==> config.mk <==
export PLATFORM = sky130hd
export DESIGN_NAME = bresenham_line_cells
export DESIGN_NICKNAME = d
export VERILOG_FILES = /design/src/blc_pkg.sv /design/src/blc_front.sv /design/src/blc_queue.sv /design/src/blc_back.sv /design/src/bresenham_line_cells.sv
export SDC_FILE = /design/constraint.sdc
export NUM_CORES = 1
export LEC_CHECK = 0
export ABC_AREA = 1
export BUFFER_PORTS_ARGS = -buffer_cell sky130_fd_sc_hd__buf_2
export CAP_MARGIN = 5
export CORE_MARGIN = 2
export CORE_UTILIZATION = 40
export DETAILED_ROUTE_END_ITERATION = 7
export HOLD_SLACK_MARGIN = 0.1
export PLACE_DENSITY_LB_ADDON = 0.2
export SYNTH_ARGS = -nofsm -noshare
export SYNTH_HDL_FRONTEND = slang
export SYNTH_SLANG_ARGS = --single-unit
==> constraint.sdc <==
create_clock -name clk_i -period 3 [get_ports clk_i]
set_input_delay 0.6 -clock clk_i [delete_from_list [all_inputs] [get_ports clk_i]]
set_output_delay 0.6 -clock clk_i [all_outputs]
set_load 0.01 [all_outputs]
==> src/blc_pkg.sv <==
// Shared types and constants for the Bresenham line cell generator.
package blc_pkg;

  localparam int unsigned CoordW = 6;
  localparam int unsigned QDepth = 2;
  localparam int unsigned QCntW  = 2;

  typedef logic [CoordW-1:0] coord_t;

  // Classified line request, handed from the front to the back.
  typedef struct packed {
    coord_t x0;
    coord_t y0;
    logic   neg_x;
    logic   neg_y;
    logic   x_major;
    coord_t major;
    coord_t minor;
  } line_job_t;

  typedef struct packed {
    logic             empty;
    logic             full;
    logic [QCntW-1:0] count;
  } q_stat_t;

  typedef enum logic [1:0] {
    ST_IDLE = 2'b01,
    ST_RUN  = 2'b10
  } back_state_e;

endpackage

==> src/blc_front.sv <==
// Front end: clamps request coordinates and derives deltas, directions and axis.
module blc_front import blc_pkg::*; #(
  parameter int unsigned GridSide = 64
) (
  input  logic [23:0] req_data_i,
  output line_job_t   job_o
);

  localparam coord_t CoordMax = CoordW'(GridSide - 1);

  coord_t x0, x1, y0, y1, dx, dy;
  logic   neg_x, neg_y, x_major;

  function automatic coord_t clamp(input coord_t v);
    clamp = (v > CoordMax) ? CoordMax : v;
  endfunction

  always_comb begin
    x0 = clamp(req_data_i[5:0]);
    x1 = clamp(req_data_i[11:6]);
    y0 = clamp(req_data_i[17:12]);
    y1 = clamp(req_data_i[23:18]);
    neg_x = x1 < x0;
    neg_y = y1 < y0;
    dx = neg_x ? (x0 - x1) : (x1 - x0);
    dy = neg_y ? (y0 - y1) : (y1 - y0);
    x_major = dx >= dy;
    job_o.x0      = x0;
    job_o.y0      = y0;
    job_o.neg_x   = neg_x;
    job_o.neg_y   = neg_y;
    job_o.x_major = x_major;
    job_o.major   = x_major ? dx : dy;
    job_o.minor   = x_major ? dy : dx;
  end

endmodule

==> src/blc_queue.sv <==
// Two-entry job queue between the front and the back.
module blc_queue import blc_pkg::*; (
  input  logic      clk_i,
  input  logic      rst_ni,
  input  logic      push_i,
  input  line_job_t push_data_i,
  input  logic      pop_i,
  output line_job_t head_o,
  output q_stat_t   stat_o
);

  line_job_t        head_q, head_d, tail_q, tail_d;
  logic [QCntW-1:0] cnt_q, cnt_d;
  logic             do_push, do_pop;

  assign do_push = push_i && (cnt_q != QCntW'(QDepth));
  assign do_pop  = pop_i && (cnt_q != '0);

  always_comb begin
    head_d = head_q;
    tail_d = tail_q;
    cnt_d  = cnt_q;
    if (do_pop) begin
      head_d = tail_q;
      cnt_d  = cnt_d - QCntW'(1);
    end
    if (do_push) begin
      if (cnt_d == '0) begin
        head_d = push_data_i;
      end else begin
        tail_d = push_data_i;
      end
      cnt_d = cnt_d + QCntW'(1);
    end
  end

  always_ff @(posedge clk_i or negedge rst_ni) begin
    if (!rst_ni) begin
      cnt_q <= '0;
    end else begin
      cnt_q <= cnt_d;
    end
  end

  always_ff @(posedge clk_i) begin
    head_q <= head_d;
    tail_q <= tail_d;
  end

  assign head_o       = head_q;
  assign stat_o.empty = cnt_q == '0;
  assign stat_o.full  = cnt_q == QCntW'(QDepth);
  assign stat_o.count = cnt_q;

endmodule

==> src/blc_back.sv <==
// Back end: steps the error accumulator and emits one cell per cycle while the output is taken.
module blc_back import blc_pkg::*; (
  input  logic      clk_i,
  input  logic      rst_ni,
  input  line_job_t job_i,
  input  q_stat_t   q_stat_i,
  output logic      pop_o,
  output logic      out_valid_o,
  input  logic      out_ready_i,
  output coord_t    cell_x_o,
  output coord_t    cell_y_o,
  output logic      last_o
);

  back_state_e state_q, state_d;
  line_job_t   job_q, job_d;
  coord_t      x_q, x_d, y_q, y_d, err_q, err_d, left_q, left_d;
  coord_t      ox_q, ox_d, oy_q, oy_d;
  logic        olast_q, olast_d, ovalid_q, ovalid_d;
  logic        fire, step_minor, step_x, step_y;
  logic [CoordW:0] sum;

  assign fire       = (state_q == ST_RUN) && (!ovalid_q || out_ready_i);
  assign sum        = {1'b0, err_q} + {1'b0, job_q.minor};
  assign step_minor = sum >= {1'b0, job_q.major};
  assign step_x     = job_q.x_major || step_minor;
  assign step_y     = !job_q.x_major || step_minor;

  always_comb begin
    state_d  = state_q;
    job_d    = job_q;
    x_d      = x_q;
    y_d      = y_q;
    err_d    = err_q;
    left_d   = left_q;
    ox_d     = ox_q;
    oy_d     = oy_q;
    olast_d  = olast_q;
    ovalid_d = ovalid_q && !out_ready_i;
    pop_o    = 1'b0;
    unique case (state_q)
      ST_IDLE: begin
        if (!q_stat_i.empty) begin
          pop_o   = 1'b1;
          job_d   = job_i;
          x_d     = job_i.x0;
          y_d     = job_i.y0;
          err_d   = job_i.major >> 1;
          left_d  = job_i.major;
          state_d = ST_RUN;
        end
      end
      ST_RUN: begin
        if (fire) begin
          ox_d     = x_q;
          oy_d     = y_q;
          olast_d  = left_q == '0;
          ovalid_d = 1'b1;
          if (left_q == '0) begin
            state_d = ST_IDLE;
          end else begin
            left_d = left_q - CoordW'(1);
            err_d  = step_minor ? CoordW'(sum - {1'b0, job_q.major}) : sum[CoordW-1:0];
            if (step_x) begin
              x_d = job_q.neg_x ? (x_q - CoordW'(1)) : (x_q + CoordW'(1));
            end
            if (step_y) begin
              y_d = job_q.neg_y ? (y_q - CoordW'(1)) : (y_q + CoordW'(1));
            end
          end
        end
      end
      default: state_d = ST_IDLE;
    endcase
  end

  always_ff @(posedge clk_i or negedge rst_ni) begin
    if (!rst_ni) begin
      state_q  <= ST_IDLE;
      ovalid_q <= 1'b0;
    end else begin
      state_q  <= state_d;
      ovalid_q <= ovalid_d;
    end
  end

  always_ff @(posedge clk_i) begin
    job_q   <= job_d;
    x_q     <= x_d;
    y_q     <= y_d;
    err_q   <= err_d;
    left_q  <= left_d;
    ox_q    <= ox_d;
    oy_q    <= oy_d;
    olast_q <= olast_d;
  end

  assign out_valid_o = ovalid_q;
  assign cell_x_o    = ox_q;
  assign cell_y_o    = oy_q;
  assign last_o      = olast_q;

endmodule

==> src/bresenham_line_cells.sv <==
// Top level of the Bresenham line cell generator.
// One request (start and end cell) yields max(|dx|,|dy|)+1 cells, start to end, one per
// cycle while the output is taken, tlast on the end cell. Coordinates above GRID_SIDE-1
// are clamped first. Each request is loaded into the stepping unit before its first cell;
// a two-entry queue behind the input lets up to two more requests be taken while a line
// is still being drawn.
module bresenham_line_cells import blc_pkg::*; #(
  parameter int unsigned GRID_SIDE = 64
) (
  input  logic        clk_i,
  input  logic        rst_ni,
  input  logic        s_axis_tvalid_i,
  output logic        s_axis_tready_o,
  input  logic [23:0] s_axis_tdata_i,   // start_x, end_x, start_y, end_y
  output logic        m_axis_tvalid_o,
  input  logic        m_axis_tready_i,
  output logic [15:0] m_axis_tdata_o,   // cell_x, cell_y, 4'b0
  output logic        m_axis_tlast_o
);

  localparam coord_t CoordMax = CoordW'(GRID_SIDE - 1);

  line_job_t front_job, head_job;
  q_stat_t   q_stat;
  logic      pop;
  coord_t    cell_x, cell_y;

  blc_front #(.GridSide(GRID_SIDE)) u_front (
    .req_data_i (s_axis_tdata_i),
    .job_o      (front_job)
  );

  blc_queue u_queue (
    .clk_i       (clk_i),
    .rst_ni      (rst_ni),
    .push_i      (s_axis_tvalid_i),
    .push_data_i (front_job),
    .pop_i       (pop),
    .head_o      (head_job),
    .stat_o      (q_stat)
  );

  blc_back u_back (
    .clk_i       (clk_i),
    .rst_ni      (rst_ni),
    .job_i       (head_job),
    .q_stat_i    (q_stat),
    .pop_o       (pop),
    .out_valid_o (m_axis_tvalid_o),
    .out_ready_i (m_axis_tready_i),
    .cell_x_o    (cell_x),
    .cell_y_o    (cell_y),
    .last_o      (m_axis_tlast_o)
  );

  assign s_axis_tready_o = !q_stat.full;
  assign m_axis_tdata_o  = {4'b0, cell_y, cell_x};

`ifndef SYNTH
  a_cell_in_grid: assert property (@(posedge clk_i) disable iff (!rst_ni)
    m_axis_tvalid_o |-> (cell_x <= CoordMax) && (cell_y <= CoordMax))
    else $error("emitted cell outside grid");

  a_q_count: assert property (@(posedge clk_i) disable iff (!rst_ni)
    q_stat.count <= QCntW'(QDepth))
    else $error("queue count overflow");

  a_ready_full: assert property (@(posedge clk_i) disable iff (!rst_ni)
    !s_axis_tready_o |-> (q_stat.count == QCntW'(QDepth)))
    else $error("input stalled with queue space");

  a_no_pop_empty: assert property (@(posedge clk_i) disable iff (!rst_ni)
    pop |-> !q_stat.empty)
    else $error("pop from empty queue");
`endif

endmodule

* Yosys cells after proc, flatten, opt, wreduce, memory -nomap -nowiden *
Cells that the tools add are included.

storage, ports and cells
  register bits after elaboration = 111

operators by class
  magnitude comparators = 8
  multiplexer cells = 42
  add/sub/neg operators = 13
  bitwise operators = 2
  reduce and logical (&&, ||, !) cells = 23
  equality and inequality tests = 10

operator list
  operator             number
  $mux 6               25
  $mux 27              3
  $pmux 6 s2           4
  $sub 6x6->6          5
  $gt 6x6->1 const B   4
  $sub 6x1->6 const B  3
  $add 6x1->6 const B  2
  $lt 6x6->1           2
  $mux 2               5
  $reduce_and 5->1     2
  $ne 2x2->1 const B   4
  $add 6x6->7          1
  $ge 7x6->1           1
  $ge 6x6->1           1
  $logic_not 6->1      1
  $ne 2x1->1 const B   3
  $reduce_and 2->1     3
  $eq 2x2->1 const B   2
  $logic_and 1x1->1    4
  $logic_not 1->1      4
  $logic_not 2->1      2
  $mux 1               4
  $pmux 2 s2           1
  $reduce_and 4->1     1
  7 further kinds      11

* Logic depth before layout (Yosys ltp) *
  word-level depth = 8
  mapped depth = 22
  gate-level depth less buffers = 21

* Modules after synthesis *
From an unflattened synthesis, not the netlist that was laid out.

unflattened totals
  cells, all modules = 874
  area, all modules = 7,124.3 um2

by module, submodules not included
  module                area an instance (um2)  times used  cells each
  blc_back              3,095.5                 1           306
  blc_queue             2,407.3                 1           285
  blc_front             1,584.0                 1           277
  bresenham_line_cells  37.5                    1           6

* Worst setup path before layout *
Ideal clock, no wire load.

  path kind = input to register
  start point = input s_axis_tdata_i[1]
  end point = register u_queue.tail_q[7] (netlist name) (data pin)
  setup time = 0.256 ns
  buffers on the path = 2
  data arrival time = 2.825 ns
  required time = 2.744 ns
  cell stages on the path = 17
  slack = -0.080 ns
  cells stage by stage = clkbuf_1 > fa_1 > inv_1 > nand4_1 > nand3_4 > inv_2 > nand2_1 > nand2_2 > ha_1 > a21oi_1 > o21a_1 > nand3_2 > inv_1 > buf_2 > nand2_1 > o21ai_1 > inv_1

RTL lines
  item                  RTL line                    source
  from (decl)           bresenham_line_cells.sv:14  input logic [23:0] s_axis_tdata_i,
  to (signal assigned)  blc_queue.sv:47             tail_q <= tail_d;
  to (decl)             blc_queue.sv:12             line_job_t head_q, head_d, tail_q, tail_d;

==> results.json <==
{
  "rrSetupSlack_ns": 0.14,
  "vias_per_cell": 4.58,
  "pin_count": 47,
  "reg2reg_from": "u_back.err_q[0]",
  "hpwlAfterDp_mm": 10.5,
  "fin_cells": 1115,
  "antenna_cells": 0,
  "fin_area_um2": 8410,
  "status": "complete, no violations",
  "period_share": 0.978,
  "synth_cell_type_count": 47,
  "num-nets-final": 977,
  "grt_antenna_before_repair": 0,
  "hold_ws_ns": 0.433,
  "slew_headroom": 0.257,
  "synth_edf_count": 79,
  "power_density_nw_per_um2": 1240,
  "holdPathStages": 0,
  "synth_area_per_cell_um2": 8.45,
  "rows": 47,
  "area.growth.synth_to_final_pct": 25.9,
  "reg2reg_to": "u_back.err_q[4]",
  "syn_inst": 791,
  "first_iter_violations": 337,
  "hold_viol_final": 0,
  "port_buffers": 42,
  "seq_area_frac_synth": 0.455,
  "crit_path_start_kind": "input pin",
  "cts-root-buf": "clkbuf_16",
  "cts.sinks": 111,
  "yosysWarnings": 0,
  "clock_power_share": 0.124,
  "yosys.area.top_type": "edfxtp_1",
  "cts.path.max_buffers": 2,
  "dr.pass1.iters": 5,
  "dieArea_um2": 17800,
  "syn_area_um2": 6680,
  "synthFlopType": "edfxtp_1",
  "wl_per_cell_um": 12.6,
  "worst-r2r-cell-count": 17,
  "p_total_w": 0.0105,
  "pwr-share-seq": 0.297,
  "synth.area.top_cells": "edfxtp_1 (35%), nand2_1 (12%), ha_1 (9.5%), dfxtp_1 (8.1%), inv_1 (7.0%)",
  "maxCapViolations": 0,
  "clk_pin_slew_ns": 0.07,
  "grt_pass1_vias": 4672,
  "placed_area_um2": 7560,
  "leakage_nw": 4.03,
  "vias": 5108,
  "holdCritStartpoint": "u_queue.head_o[1]",
  "cts.htree.levels": 3,
  "grt_setup_unrepaired": "yes",
  "peakVddDrop_mv": 0.620,
  "numPlacedInstances": 1087,
  "cts_made_buffers": 9,
  "drive_gt1_frac": 0.285,
  "route.detailed.drc": 0,
  "synth-seq-cells": 111,
  "clk_latency_ns": 0.34,
  "setup_viol": 0,
  "synthArstFlopShare": 0.0450,
  "dieWidth_um": 133,
  "postRouteAntennaNets": 0,
  "end_kind": "register",
  "start_util": 0.406,
  "gp_congestion": 0.850,
  "comb_power_share": 0.579,
  "grt_pass1_wl_mm": 22.6,
  "die_y_um": 133,
  "switching_share": 0.424,
  "slew_viol_final": 0,
  "yosysTopAreaCellShare": 0.355,
  "cp.arrival_ns": 3.04,
  "crit_fanout": 7,
  "switchingPower_w": 0.00443,
  "cts_tree": "yes",
  "min_to": "u_back.job_q[1]",
  "tightest_slew_ns": 1.11,
  "core_um2": 16500,
  "grtUsageTotal": 0.160,
  "grt_max_degree": 43,
  "path_class": "in2reg",
  "final_common_cell": "nand2_1",
  "layout_common_cells": "nand2_1 (193), inv_1 (106), buf_4 (85)",
  "skew_ns": 0.00390,
  "fmaxAchievable_mhz": 341,
  "gr-total-overflow": 0,
  "post-route-min-period_ns": 2.93,
  "wirelength_mm": 14.0,
  "hp-class": "reg2reg",
  "cp.required_ns": 3.10,
  "internal-power_w": 0.00602
}
## routing by layer
| metal | track usage | part of all wire | vias up |
|---|---|---|---|
| li1 | - | - | 2723 |
| met5 | 0 | 0 | - |
| met3 | 0.0251 | 0.027 | 8 |
| met4 | 0.0390 | 0.0081 | 0 |
| met2 | 0.251 | 0.46 | 70 |
| met1 | 0.231 | 0.51 | 2307 |
## registers in the layout (all words and copies together), names as in the netlist
signal              cells
u_back.x_q              6
u_back.cell_x_o         6
u_back.cell_y_o         6
u_back.last_o           1
u_queue.cnt_q           2
u_back.left_q           6
u_back.job_q           15
u_back.out_valid_o      1
u_back.y_q              6
u_queue.head_o         27
u_back.err_q            6
u_queue.tail_q         27
u_back.state_q          2
## repair_timing
action                     4_1_cts  5_1_grt
buffers inserted                 0       10
hold endpoints to repair         4        0
resized for setup                2      108
hold buffers                     1        0
gates cloned                     0        1
setup endpoints to repair       12       43
pin swaps                        0       45
## cells in the mapped netlist, types with 4 or more instances
cell      count
nand2_1     216
inv_1       124
edfxtp_1     79
ha_1         51
nand3_1      48
o21ai_0      38
a21oi_1      31
clkbuf_1     30
nor2_1       30
dfxtp_1      27
xor2_1       16
a31oi_1      10
buf_2        10
nand4_1       9
fa_1          8
o21ai_1       7
xnor2_1       7
o21bai_1      6
buf_4         4
dfrtp_1       4
## worst max path at each step
stage                        from                end  slack (ns)  cells after the start
6_report        s_axis_tdata_i[6]  u_queue.tail_q[7]        0.07                     19
5_1_grt         s_axis_tdata_i[6]  u_queue.tail_q[7]       -0.09                     19
4_1_cts           u_back.err_q[0]      u_back.x_q[3]        0.01                     17
3_5_place_dp   s_axis_tdata_i[15]  u_queue.tail_q[2]       -0.31                     20
3_3_place_gp    s_axis_tdata_i[1]  u_queue.tail_q[7]       -0.26                     19
2_1_floorplan   s_axis_tdata_i[9]  u_queue.tail_q[7]       0.004                     20
## metrics by stage
| stage | util | setup TNS (ns) | setup WS [ns] |
|---|---|---|---|
| 6_report | 0.511 | 0 | 0.0657 |
| 5_1_grt | 0.511 | -1.06 | -0.0890 |
| 4_1_cts | 0.480 | 0 | 0.00971 |
| 3_5_place_dp | 0.459 | -5.63 | -0.313 |
| 3_3_place_gp | 0.459 | -4.49 | -0.256 |
| 2_1_floorplan | - | 0 | 0.00433 |
## critical path, cell delays in order
cell and delay (ns):
buf_6 0.08, inv_2 0.03, nand2_2 0.07, inv_2 0.05
fa_2 0.42, inv_2 0.06, nand4_1 0.12, nand3_4 0.17
inv_4 0.07, nand2_4 0.07, nand2_4 0.05, ha_4 0.28
nand2_4 0.05, nor3_2 0.18, nand3_1 0.15, nand3_4 0.13
clkinvlp_4 0.22, o21ai_2 0.19, inv_1 0.05
## power groups by stage
| stage | clock network (W) | logic [W] | registers, W |
|---|---|---|---|
| finish | 0.00130 | 0.00605 | 0.00310 |
| global route | 0.00140 | 0.00687 | 0.00320 |
| CTS | 0.00134 | 0.00535 | 0.00311 |
| detailed placement | 0 | 0.00529 | 0.00314 |
| global placement | 0 | 0.00527 | 0.00312 |
| floorplan | 0 | 0.00382 | 0.00305 |
## layout make-up
cell class,instances,area (µm²)
Clock inverter,6,92.6
Multi-Input combinational cell,509,3370
Tap cell,220,275
Sequential cell,111,3040
Fill cell,1552,8050
Clock buffer,10,239
Inverter,127,485
Timing Repair Buffer,131,905
Timing Repair inverter,1,7.51
## logic make-up after synthesis
logic type | share of synthesized area
AND/OR/NAND/NOR | 0.203
buffers and inverters | 0.106
flip-flops | 0.455
AO/OA/AOI/OAI | 0.0837
adder cells (fa/ha/maj) | 0.119
XOR/XNOR | 0.0301
multiplexers | 0.00300
other | 0.000561
Note: power is estimated with default switching activity, not from simulation.
